==> src/assert_macros.svh <==
// Assertion macros shared by the scaler RTL
`ifndef ASSERT_MACROS_SVH
`define ASSERT_MACROS_SVH
`ifndef NO_ASSERTIONS
`define ASSERT_CLK(label, clk, rst, prop, msg) \
   label: assert property (@(posedge clk) disable iff (rst) (prop)) else $error(msg);
`define ASSERT_CLK_NORST(label, clk, prop, msg) \
   label: assert property (@(posedge clk) (prop)) else $error(msg);
`else
`define ASSERT_CLK(label, clk, rst, prop, msg)
`define ASSERT_CLK_NORST(label, clk, prop, msg)
`endif
`endif

==> src/nnis_pkg.sv <==
// Package: constants, types and helpers of the nearest neighbour scaler
package nnis_pkg;
   localparam int MaxSide    = 256;
   localparam int PixelBits  = 32;
   localparam int CoordBits  = 8;
   localparam int SizeBits   = 9;
   localparam int AddrBits   = 16;
   localparam int StoreDepth = MaxSide * MaxSide;
   localparam int ProdBits   = CoordBits + SizeBits;   // row * size
   localparam int QBits      = CoordBits;              // quotient < size <= 256
   localparam int DivSteps   = QBits;

   localparam logic [1:0] RegSrcWidth  = 2'd0;
   localparam logic [1:0] RegSrcHeight = 2'd1;
   localparam logic [1:0] RegDstWidth  = 2'd2;
   localparam logic [1:0] RegDstHeight = 2'd3;
   localparam int         CsrIdxBits   = 8;

   localparam logic ActWrite = 1'b0;
   localparam logic ActRead  = 1'b1;

   // one classified word passed from the front end to the back end
   typedef struct packed {
      logic                   is_write;
      logic                   range_err;
      logic [CoordBits-1:0]   row;
      logic [CoordBits-1:0]   col;
      logic [PixelBits-1:0]   pixel;
   } cmd_type;

   typedef struct packed {
      logic [SizeBits-1:0] sw;
      logic [SizeBits-1:0] sh;
      logic [SizeBits-1:0] dw;
      logic [SizeBits-1:0] dh;
   } sizes_type;

   // clamp a register to 1..MaxSide
   function automatic logic [SizeBits-1:0] eff_size(input logic [SizeBits-1:0] r);
      logic [SizeBits-1:0] res;
      res = r;
      if (r == '0) res = SizeBits'(1);
      else if (r > SizeBits'(MaxSide)) res = SizeBits'(MaxSide);
      return res;
   endfunction
endpackage

==> src/nnis_stream_if.sv <==
// Interfaces: valid/ready channels for requests and responses
interface nnis_req_if;
   logic                                valid;
   logic                                ready;
   logic                                action;
   logic [nnis_pkg::CoordBits-1:0]      pixel_row;
   logic [nnis_pkg::CoordBits-1:0]      pixel_col;
   logic [nnis_pkg::PixelBits-1:0]      pixel_in;
   modport source (output valid, action, pixel_row, pixel_col, pixel_in, input ready);
   modport sink (input valid, action, pixel_row, pixel_col, pixel_in, output ready);
endinterface


==> src/nnis_front.sv <==
// Front end: range check of incoming words, small queue toward the back end
module nnis_front (
   input  logic                  clock,
   input  logic                  reset,
   nnis_req_if.sink              req,
   input  nnis_pkg::sizes_type   sizes,
   output logic                  cmd_valid,
   input  logic                  cmd_ready,
   output nnis_pkg::cmd_type     cmd
);
   `include "assert_macros.svh"

   localparam int Depth = 4;
   localparam int PtrBits = 2;

   nnis_pkg::cmd_type    q_ff [Depth];
   logic [PtrBits-1:0]   wr_ptr_ff, wr_ptr_in, rd_ptr_ff, rd_ptr_in;
   logic [PtrBits:0]     cnt_ff, cnt_in;
   logic                 push, pop, drop;
   nnis_pkg::cmd_type    cls;

   // classify: writes outside the source are dropped here
   always_comb begin
      cls.is_write  = (req.action == nnis_pkg::ActWrite);
      cls.row       = req.pixel_row;
      cls.col       = req.pixel_col;
      cls.pixel     = req.pixel_in;
      cls.range_err = ({1'b0, req.pixel_row} >= sizes.dh) ||
                      ({1'b0, req.pixel_col} >= sizes.dw);
      drop          = cls.is_write && (({1'b0, req.pixel_row} >= sizes.sh) ||
                      ({1'b0, req.pixel_col} >= sizes.sw));
   end

   assign req.ready = (cnt_ff != (PtrBits+1)'(Depth));
   assign push      = req.valid && req.ready && !drop;
   assign cmd_valid = (cnt_ff != '0);
   assign pop       = cmd_valid && cmd_ready;
   assign cmd       = q_ff[rd_ptr_ff];

   always_comb begin
      wr_ptr_in = wr_ptr_ff + PtrBits'(push);
      rd_ptr_in = rd_ptr_ff + PtrBits'(pop);
      cnt_in    = cnt_ff + (PtrBits+1)'(push) - (PtrBits+1)'(pop);
   end

   always_ff @(posedge clock) begin
      if (reset) begin
         wr_ptr_ff <= '0;
         rd_ptr_ff <= '0;
         cnt_ff    <= '0;
      end else begin
         wr_ptr_ff <= wr_ptr_in;
         rd_ptr_ff <= rd_ptr_in;
         cnt_ff    <= cnt_in;
      end
   end

   always_ff @(posedge clock) begin
      if (push) q_ff[wr_ptr_ff] <= cls;
   end

   `ASSERT_CLK(a_cnt_max, clock, reset, cnt_ff <= (PtrBits+1)'(Depth), "queue overflow")
   `ASSERT_CLK(a_cnt_ptr, clock, reset,
      (cnt_ff == '0 || cnt_ff == (PtrBits+1)'(Depth)) == (wr_ptr_ff == rd_ptr_ff),
      "queue pointers disagree with count")
   `ASSERT_CLK(a_drop_nopush, clock, reset, drop |-> !push, "dropped write pushed")
endmodule

==> src/flat_wrapper.sv <==
// flat-port wrapper written by rule: the top's interface ports become plain ports
module nnis_front_flat 
  (clock, reset, sizes, cmd_valid, cmd_ready, cmd, req_valid, req_action, req_pixel_row, req_pixel_col, req_pixel_in, req_ready);
  nnis_req_if req_i ();
  input  logic clock;
  input  logic reset;
  input  nnis_pkg::sizes_type sizes;
  output logic cmd_valid;
  input  logic cmd_ready;
  output nnis_pkg::cmd_type cmd;
  input wire logic [$bits(req_i.valid)-1:0] req_valid;
  input wire logic [$bits(req_i.action)-1:0] req_action;
  input wire logic [$bits(req_i.pixel_row)-1:0] req_pixel_row;
  input wire logic [$bits(req_i.pixel_col)-1:0] req_pixel_col;
  input wire logic [$bits(req_i.pixel_in)-1:0] req_pixel_in;
  output wire logic [$bits(req_i.ready)-1:0] req_ready;
  assign req_i.valid = req_valid;
  assign req_i.action = req_action;
  assign req_i.pixel_row = req_pixel_row;
  assign req_i.pixel_col = req_pixel_col;
  assign req_i.pixel_in = req_pixel_in;
  assign req_ready = req_i.ready;
  nnis_front u_core (.clock(clock), .reset(reset), .req(req_i), .sizes(sizes), .cmd_valid(cmd_valid), .cmd_ready(cmd_ready), .cmd(cmd));
endmodule
==> config.mk <==
export PLATFORM = sky130hd
export DESIGN_NAME = nnis_front_flat
export DESIGN_NICKNAME = d
export VERILOG_FILES = /design/src/nnis_pkg.sv /design/src/nnis_stream_if.sv /design/src/nnis_front.sv /design/src/flat_wrapper.sv
export VERILOG_INCLUDE_DIRS = /design/src /design/src/src
export SDC_FILE = /design/constraint.sdc
export NUM_CORES = 1
export LEC_CHECK = 0
export ABC_CLOCK_PERIOD_IN_PS = 9580
export BUFFER_PORTS_ARGS = -buffer_cell sky130_fd_sc_hd__buf_2
export CORE_UTILIZATION = 50
export DETAILED_ROUTE_END_ITERATION = 12
export HOLD_SLACK_MARGIN = 0.06
export PLACE_DENSITY = 0.75
export RECOVER_POWER = 100
export SLEW_MARGIN = 20
export SYNTH_ARGS = -nofsm -noshare
export SYNTH_HDL_FRONTEND = slang
export SYNTH_SLANG_ARGS = --single-unit
==> constraint.sdc <==
create_clock -name clock -period 9.58 [get_ports clock]
set_input_delay 0 -clock clock [delete_from_list [all_inputs] [get_ports clock]]
set_output_delay 0 -clock clock [all_outputs]
set_load 0.03 [all_outputs]
==> results.json, run 1 <==
{
  "period_minus_slack_ns": 4.68,
  "cap_violations": 7,
  "cts_buffer_depth": 3,
  "synth_cells": 404,
  "fin_crit_sh_pct": 48.9,
  "setup_violations": 0,
  "grt_usage_pct": 18.6,
  "hp-class": "in -> reg",
  "place_inst": 756,
  "die_area_sq_um": 17100,
  "drc": 0,
  "yosys.area_share.simple_pct": 2.21,
  "io_pins": 141,
  "ys_seq_area_share_pct": 73.9,
  "cp_slowest_stage_delay_ns": 1.86,
  "violations": "capacitance limit, slew limit",
  "drt_iter0_drc": 187,
  "grt_overflow": 0,
  "synth_edf_count": 200,
  "grt_antenna_before_repair": 0,
  "clkTransAtPathRegs_ns": 0.06,
  "routed_via_density": 5.31,
  "synth_top_area_share_pct": 72.2,
  "drive_gt1_share_pct": 18.8,
  "start_util_pct": 51.8,
  "cts_tree": "yes",
  "fmax_mhz": 214,
  "synth_mux_area_share_pct": 13.5,
  "fin_worst_skew_ns": 0.00765,
  "yosys_warnings": 0,
  "die_w_microns": 131,
  "synth_top_area_cell": "edfxtp_1",
  "setup_ws_ns": 4.90,
  "rsz0062_at_grt": "no",
  "syn_area_sq_um": 8310,
  "grt_pass1_vias": 4777,
  "fp.coreArea_sq_um": 16100,
  "numPortBuffers": 140,
  "power_density_nw_per_um2": 256,
  "ys_types": 33,
  "numCtsBuffers": 21,
  "vias": 4472,
  "critical_path.cell_chain": "dlygate4sd3_1, clkbuf_1, ha_1, and4b_1, o2bb2ai_1, or4_1, o32a_1, and3b_1, clkbuf_1",
  "worst_pin_slew_ns": 2.54,
  "synth_xor_area_share_pct": 0.421,
  "final.setup.tns_ns": 0,
  "antenna_left": 0,
  "cpMaxStageDelayCell": "clkbuf_1",
  "postLayoutCellArea_sq_um": 10300,
  "drtPass1Iterations": 6,
  "area_growth_pct": 23.8,
  "critPathMaxFanout": 40,
  "cp.arrival_ns": 4.72,
  "crit_path_frequent_cell": "clkbuf_1",
  "synth_fa_ha_area_share_pct": 5.66,
  "gp_congestion": 0.824,
  "wire_per_inst_microns": 18.3,
  "diodes": 0,
  "peakVddDrop_uv": 128,
  "finalPower_uw": 2640,
  "end_kind": "flop",
  "layoutNonFillerInstCount": 842,
  "synth_common_cells": "edfxtp_1, mux4_2, ha_1, inv_1, a21oi_1",
  "critPathTopFamily": "buffers and inverters",
  "worst-setup-path-type": "in -> reg",
  "ys.flop_type": "edfxtp_1",
  "place_ws_ns": 6.46,
  "nets": 741,
  "hold_viol": 0,
  "grt_start_max_net_pins": 52,
  "avgSynthCellArea_sq_um": 20.6,
  "postCtsResizedCells": 0,
  "relSlewSlack_pct": -69.4,
  "cts.sinks": 207,
  "rows": 46,
  "synthArstFlopShare_pct": 0,
  "cts_root_buf": "clkbuf_16",
  "power.leakage_uw": 0.00358,
  "ys_ff_latch": 207,
  "status": "finished, violations left",
  "setup.worst_path.start_class": "input port",
  "clkLatencyLatePin_ns": 0.48,
  "drt_wl_total_microns": 15400,
  "grt_pass1_wl_microns": 23800,
  "die_h_microns": 131,
  "dpl_cell_area_sq_um": 9310,
  "synth_most_common_cell": "edfxtp_1",
  "slew_viol_final": 205,
  "timing.critical_path.buf_inv": 3,
  "hpwl_microns": 9530,
  "crit_required_ns": 9.62,
  "synthTopCellsByArea": "edfxtp_1, mux4_2, ha_1",
  "htreeDepth": 1,
  "synth_nets": 530,
  "synth_compound_area_share_pct": 1.99,
  "synth_top_family_by_area": "multiplexers"
}
timing repair:
item | CTS | global route
hold buffers | 51 | 0
endpoints found under the hold margin | 203 | 0
setup buffers | 0 | 0
setup endpoints to repair | 0 | 0
flip-flops by register name (all words and copies together) (netlist names):
register          flops
u_core.cnt_ff         3
u_core.q_ff         200
u_core.wr_ptr_ff      2
u_core.rd_ptr_ff      2
layout make-up:
cell class                 count  area [sq um]
clock inverter                 7          82.6
tap                          216           270
multi-input combinational    149          1980
fill                        1170          5770
sequential                   207          6150
inverter                      36           135
clock buffer                  27           548
timing repair buffer         200          1120
layout by cell type, fill, tap and decap left out, types with 11 or more instances in the layout:
master,count
clkbuf_16,21
edfxtp_1,200
dlygate4sd3_1,51
clkbuf_1,114
mux4_2,50
buf_2,40
inv_1,36
ha_1,36
a21oi_1,11
metal layers:
layer | vias to the layer above | track usage, % | part of all wire [%]
met5 | - | 0 | 0
met4 | 0 | 5.34 | 1.9
met3 | 24 | 4.19 | 6.4
met2 | 155 | 32.3 | 49
met1 | 2244 | 23.6 | 43
li1 | 2049 | - | -
power breakdown:
group | leakage, uW | total, uW | switching [uW] | internal (uW)
Combinational | 0.00138 | 709 | 450 | 259
Sequential | 0.00189 | 1170 | 50.7 | 1120
Clock | 0.000309 | 756 | 302 | 454
tightest hold or removal path, cell delays in order:
cell and delay (ns):
buf_2 0.07, nor2_1 0.04, a22o_1 0.26
final timing paths:
path	depth (start not counted)	start	slack (ns)	end
hold reg to reg	2	u_core.cnt_ff[2]$_SDFF_PP0_	0.55	u_core.cnt_ff[2]$_SDFF_PP0_
hold / removal	3	sizes[17]	0.09	u_core.q_ff[0][48]$_DFFE_PP_
setup / recovery	9	req_pixel_row[6]	4.90	u_core.q_ff[3][26]$_DFFE_PP_
setup reg to reg	6	u_core.cnt_ff[1]$_SDFF_PP0_	5.17	u_core.q_ff[3][26]$_DFFE_PP_
cell families (layout without fill, tap and decap cells):
kind of cell,Yosys count,in the layout
buffers and inverters,48,270
muxes,50,50
DFF,207,207
adders and majority gates,37,37
xor gates and xnor gates,4,4
and+or+nand+nor,32,32
AOI/OAI and AO/OA,26,26
metrics by stage:
step	utilization (%)	hold slack (ns)
floorplan	-	0.0667
global placement	58.0	0.212
detailed placement	58.0	0.218
CTS	65.1	0.0800
global route	64.1	0.0888
finish	64.1	0.0949
Note: power is estimated with default switching activity, not from simulation.
==> inputs of run 2 (changes only) <==
--- a/config.mk
+++ b/config.mk
@@ -6,7 +6,7 @@
 export SDC_FILE = /design/constraint.sdc
 export NUM_CORES = 1
 export LEC_CHECK = 0
-export ABC_CLOCK_PERIOD_IN_PS = 9580
+export ABC_CLOCK_PERIOD_IN_PS = 4900
 export BUFFER_PORTS_ARGS = -buffer_cell sky130_fd_sc_hd__buf_2
 export CORE_UTILIZATION = 50
 export DETAILED_ROUTE_END_ITERATION = 12
==> constraint.sdc (replaced) <==
create_clock -name clock -period 4.9 [get_ports clock]
set_input_delay 0 -clock clock [delete_from_list [all_inputs] [get_ports clock]]
set_output_delay 0 -clock clock [all_outputs]
set_load 0.03 [all_outputs]
==> run 2 against run 1 <==
Compared with the run above:
- critical path depth did not move
- first-iteration DRC count rose by 52%
- flip-flop and latch count did not move
- via count fell by 1.5%
- the run still ends with capacitance limit, slew limit left
- register-to-register slack got worse by 3.8 ns
- power rose by 96%
- largest power group unchanged
- worst setup slack got worse by 3.8 ns
- worst hold slack improved by 0.011 ns
- die area did not move
- highest routed layer unchanged
- critical endpoint is now u_core.q_ff[0][13]$_DFFE_PP_
- sequential power rose by 95%
- cell count did not move
==> results.json, run 2 (synthesis gave the netlist of run 1 again) <==
{
  "end_kind": "flop",
  "cts_root_buf": "clkbuf_16",
  "cts_tree": "yes",
  "rsz0062_at_grt": "no",
  "worst_pin_slew_ns": 1.89,
  "grt_overflow": 0,
  "fin_hold_ws_ns": 0.106,
  "vias": 4407,
  "die_area_sq_um": 17100,
  "mostFrequentLayoutCell": "edfxtp_1",
  "die_h_microns": 131,
  "hp-class": "in -> reg",
  "status": "finished, violations left",
  "numCtsBuffers": 20,
  "clkLatencyLatePin_ns": 0.48,
  "top_register": "u_core.q_ff",
  "fin_crit_sh_pct": 77.8,
  "fp.coreArea_sq_um": 16100,
  "power.leakage_uw": 0.00361,
  "cts.sinks": 207,
  "antenna_left": 0,
  "violations": "capacitance limit, slew limit",
  "clkTransAtPathRegs_ns": 0.06,
  "rrSetupSlack_ns": 1.33,
  "peakVddDrop_uv": 287,
  "drtPass1Iterations": 4,
  "final_cell_mix": "edfxtp_1, clkbuf_1, dlygate4sd3_1, mux4_2, buf_2",
  "worstReg2RegEnd": "u_core.q_ff[0][13]$_DFFE_PP_",
  "setup_violations": 0,
  "cts_setup_buffers": 0,
  "cap_violations": 2,
  "nets": 739,
  "postLayoutCellArea_sq_um": 10300,
  "numPortBuffers": 140,
  "grt_antenna_before_repair": 0,
  "r2r_start": "u_core.cnt_ff[1]$_SDFF_PP0_",
  "io_pins": 141,
  "gp_congestion": 0.779,
  "cts_hold_buf": 51,
  "reg2regPathDepth": 6,
  "fillCellCount": 1154,
  "start_util_pct": 51.8,
  "power_density_nw_per_um2": 500,
  "diodes": 0,
  "grt_start_max_net_pins": 52,
  "rows": 46,
  "cp.arrival_ns": 3.87,
  "worst-setup-path-type": "in -> reg",
  "wire_per_inst_microns": 18.1,
  "hpwl_microns": 9750,
  "fin_worst_skew_ns": 0.0107,
  "reg_top3": "u_core.q_ff (200), u_core.cnt_ff (3)",
  "critical_path.startpoint": "req_pixel_row[5]",
  "htreeDepth": 1,
  "largest_reg_flops": 200,
  "hold_viol": 0,
  "drc": 0,
  "grt_usage_pct": 18.5,
  "critPathMaxFanout": 31,
  "setup.worst_path.start_class": "input port",
  "grt_pass1_vias": 4664,
  "cts_buffer_depth": 3,
  "crit_required_ns": 4.96,
  "postCtsResizedCells": 0,
  "die_w_microns": 131,
  "grt_pass1_wl_microns": 23500,
  "crit_path_end": "u_core.q_ff[0][13]$_DFFE_PP_",
  "slew_viol_final": 41,
  "dpl_cell_area_sq_um": 9320,
  "ff_latch_area_sq_um": 6150,
  "drt_wl_total_microns": 15300,
  "multiInputGateArea_sq_um": 1980,
  "fmax_mhz": 262,
  "relSlewSlack_pct": -25.8,
  "drt_iter0_drc": 284,
  "period_minus_slack_ns": 3.81,
  "drive_gt1_share_pct": 20.4,
  "area_growth_pct": 24.2,
  "routed_via_density": 5.23
}
run 2: cell count changes in the layout (fill, tap and decap cells not counted):
| cell | before | now |
|---|---|---|
| and2_0 | 0 | 1 |
| buf_2 | 40 | 42 |
| clkbuf_2 | 0 | 1 |
| clkbuf_1 | 114 | 106 |
| bufinv_16 | 2 | 1 |
| clkinv_2 | 3 | 4 |
| and2_1 | 1 | 0 |
| clkinvlp_4 | 0 | 1 |
| buf_12 | 0 | 1 |
| clkinv_1 | 2 | 0 |
| clkbuf_8 | 0 | 3 |
| buf_4 | 1 | 3 |
run 2: critical path: stages:
cell	delay, ns
dlygate4sd3_1	0.52
clkbuf_1	0.26
ha_1	0.29
and4b_1	0.23
o2bb2ai_1	0.12
or4_1	0.46
o32a_1	0.38
nor3_1	0.21
clkbuf_1	1.39
run 2: area by class of cell:
class | count | area share (%)
well taps | 216 | 2.62
inverters | 36 | 1.31
flip-flops and latches | 207 | 59.5
repair buffers | 199 | 11.1
clock inverters | 6 | 0.558
clock buffers | 29 | 5.67
multi-input cells | 149 | 19.2
run 2: worst min path at each step:
stage                      from                              to  slack (ns)  cells past startpoint
2_1_floorplan             reset     u_core.cnt_ff[1]$_SDFF_PP0_        0.07                      1
3_3_place_gp    req_pixel_in[3]     u_core.q_ff[0][3]$_DFFE_PP_        0.21                      1
3_5_place_dp   req_pixel_in[31]    u_core.q_ff[1][31]$_DFFE_PP_        0.22                      1
4_1_cts               cmd_ready  u_core.rd_ptr_ff[1]$_SDFF_PP0_        0.08                      5
5_1_grt               sizes[17]    u_core.q_ff[3][48]$_DFFE_PP_        0.08                      3
6_report              sizes[17]    u_core.q_ff[3][48]$_DFFE_PP_        0.11                      3
run 2: layer usage:
metal / vias to the layer above / share of wire, % / GRT usage, %
li1: 2046 / - / -
met1: 2178 / 41 / 23.5
met2: 157 / 51 / 32.4
met3: 26 / 7.0 / 4.11
met4: 0 / 1.4 / 4.46
met5: - / 0 / 0
run 2: power breakdown:
part	internal [uW]	switching, uW	total (uW)
logic	513	891	1400
clock network	882	596	1480
registers	2190	91.3	2280
run 2: metrics by stage:
step	cells	util, %	TNS, ns	setup WS, ns	power (uW)
after floorplan	404	-	-130.59	-0.966	3360
after global placement	755	58.0	0	1.68	3730
after detailed placement	755	58.0	0	1.62	3770
after CTS	841	65.2	0	1.57	5290
after global routing	842	64.3	0	0.812	5410
final	842	64.3	0	1.09	5160
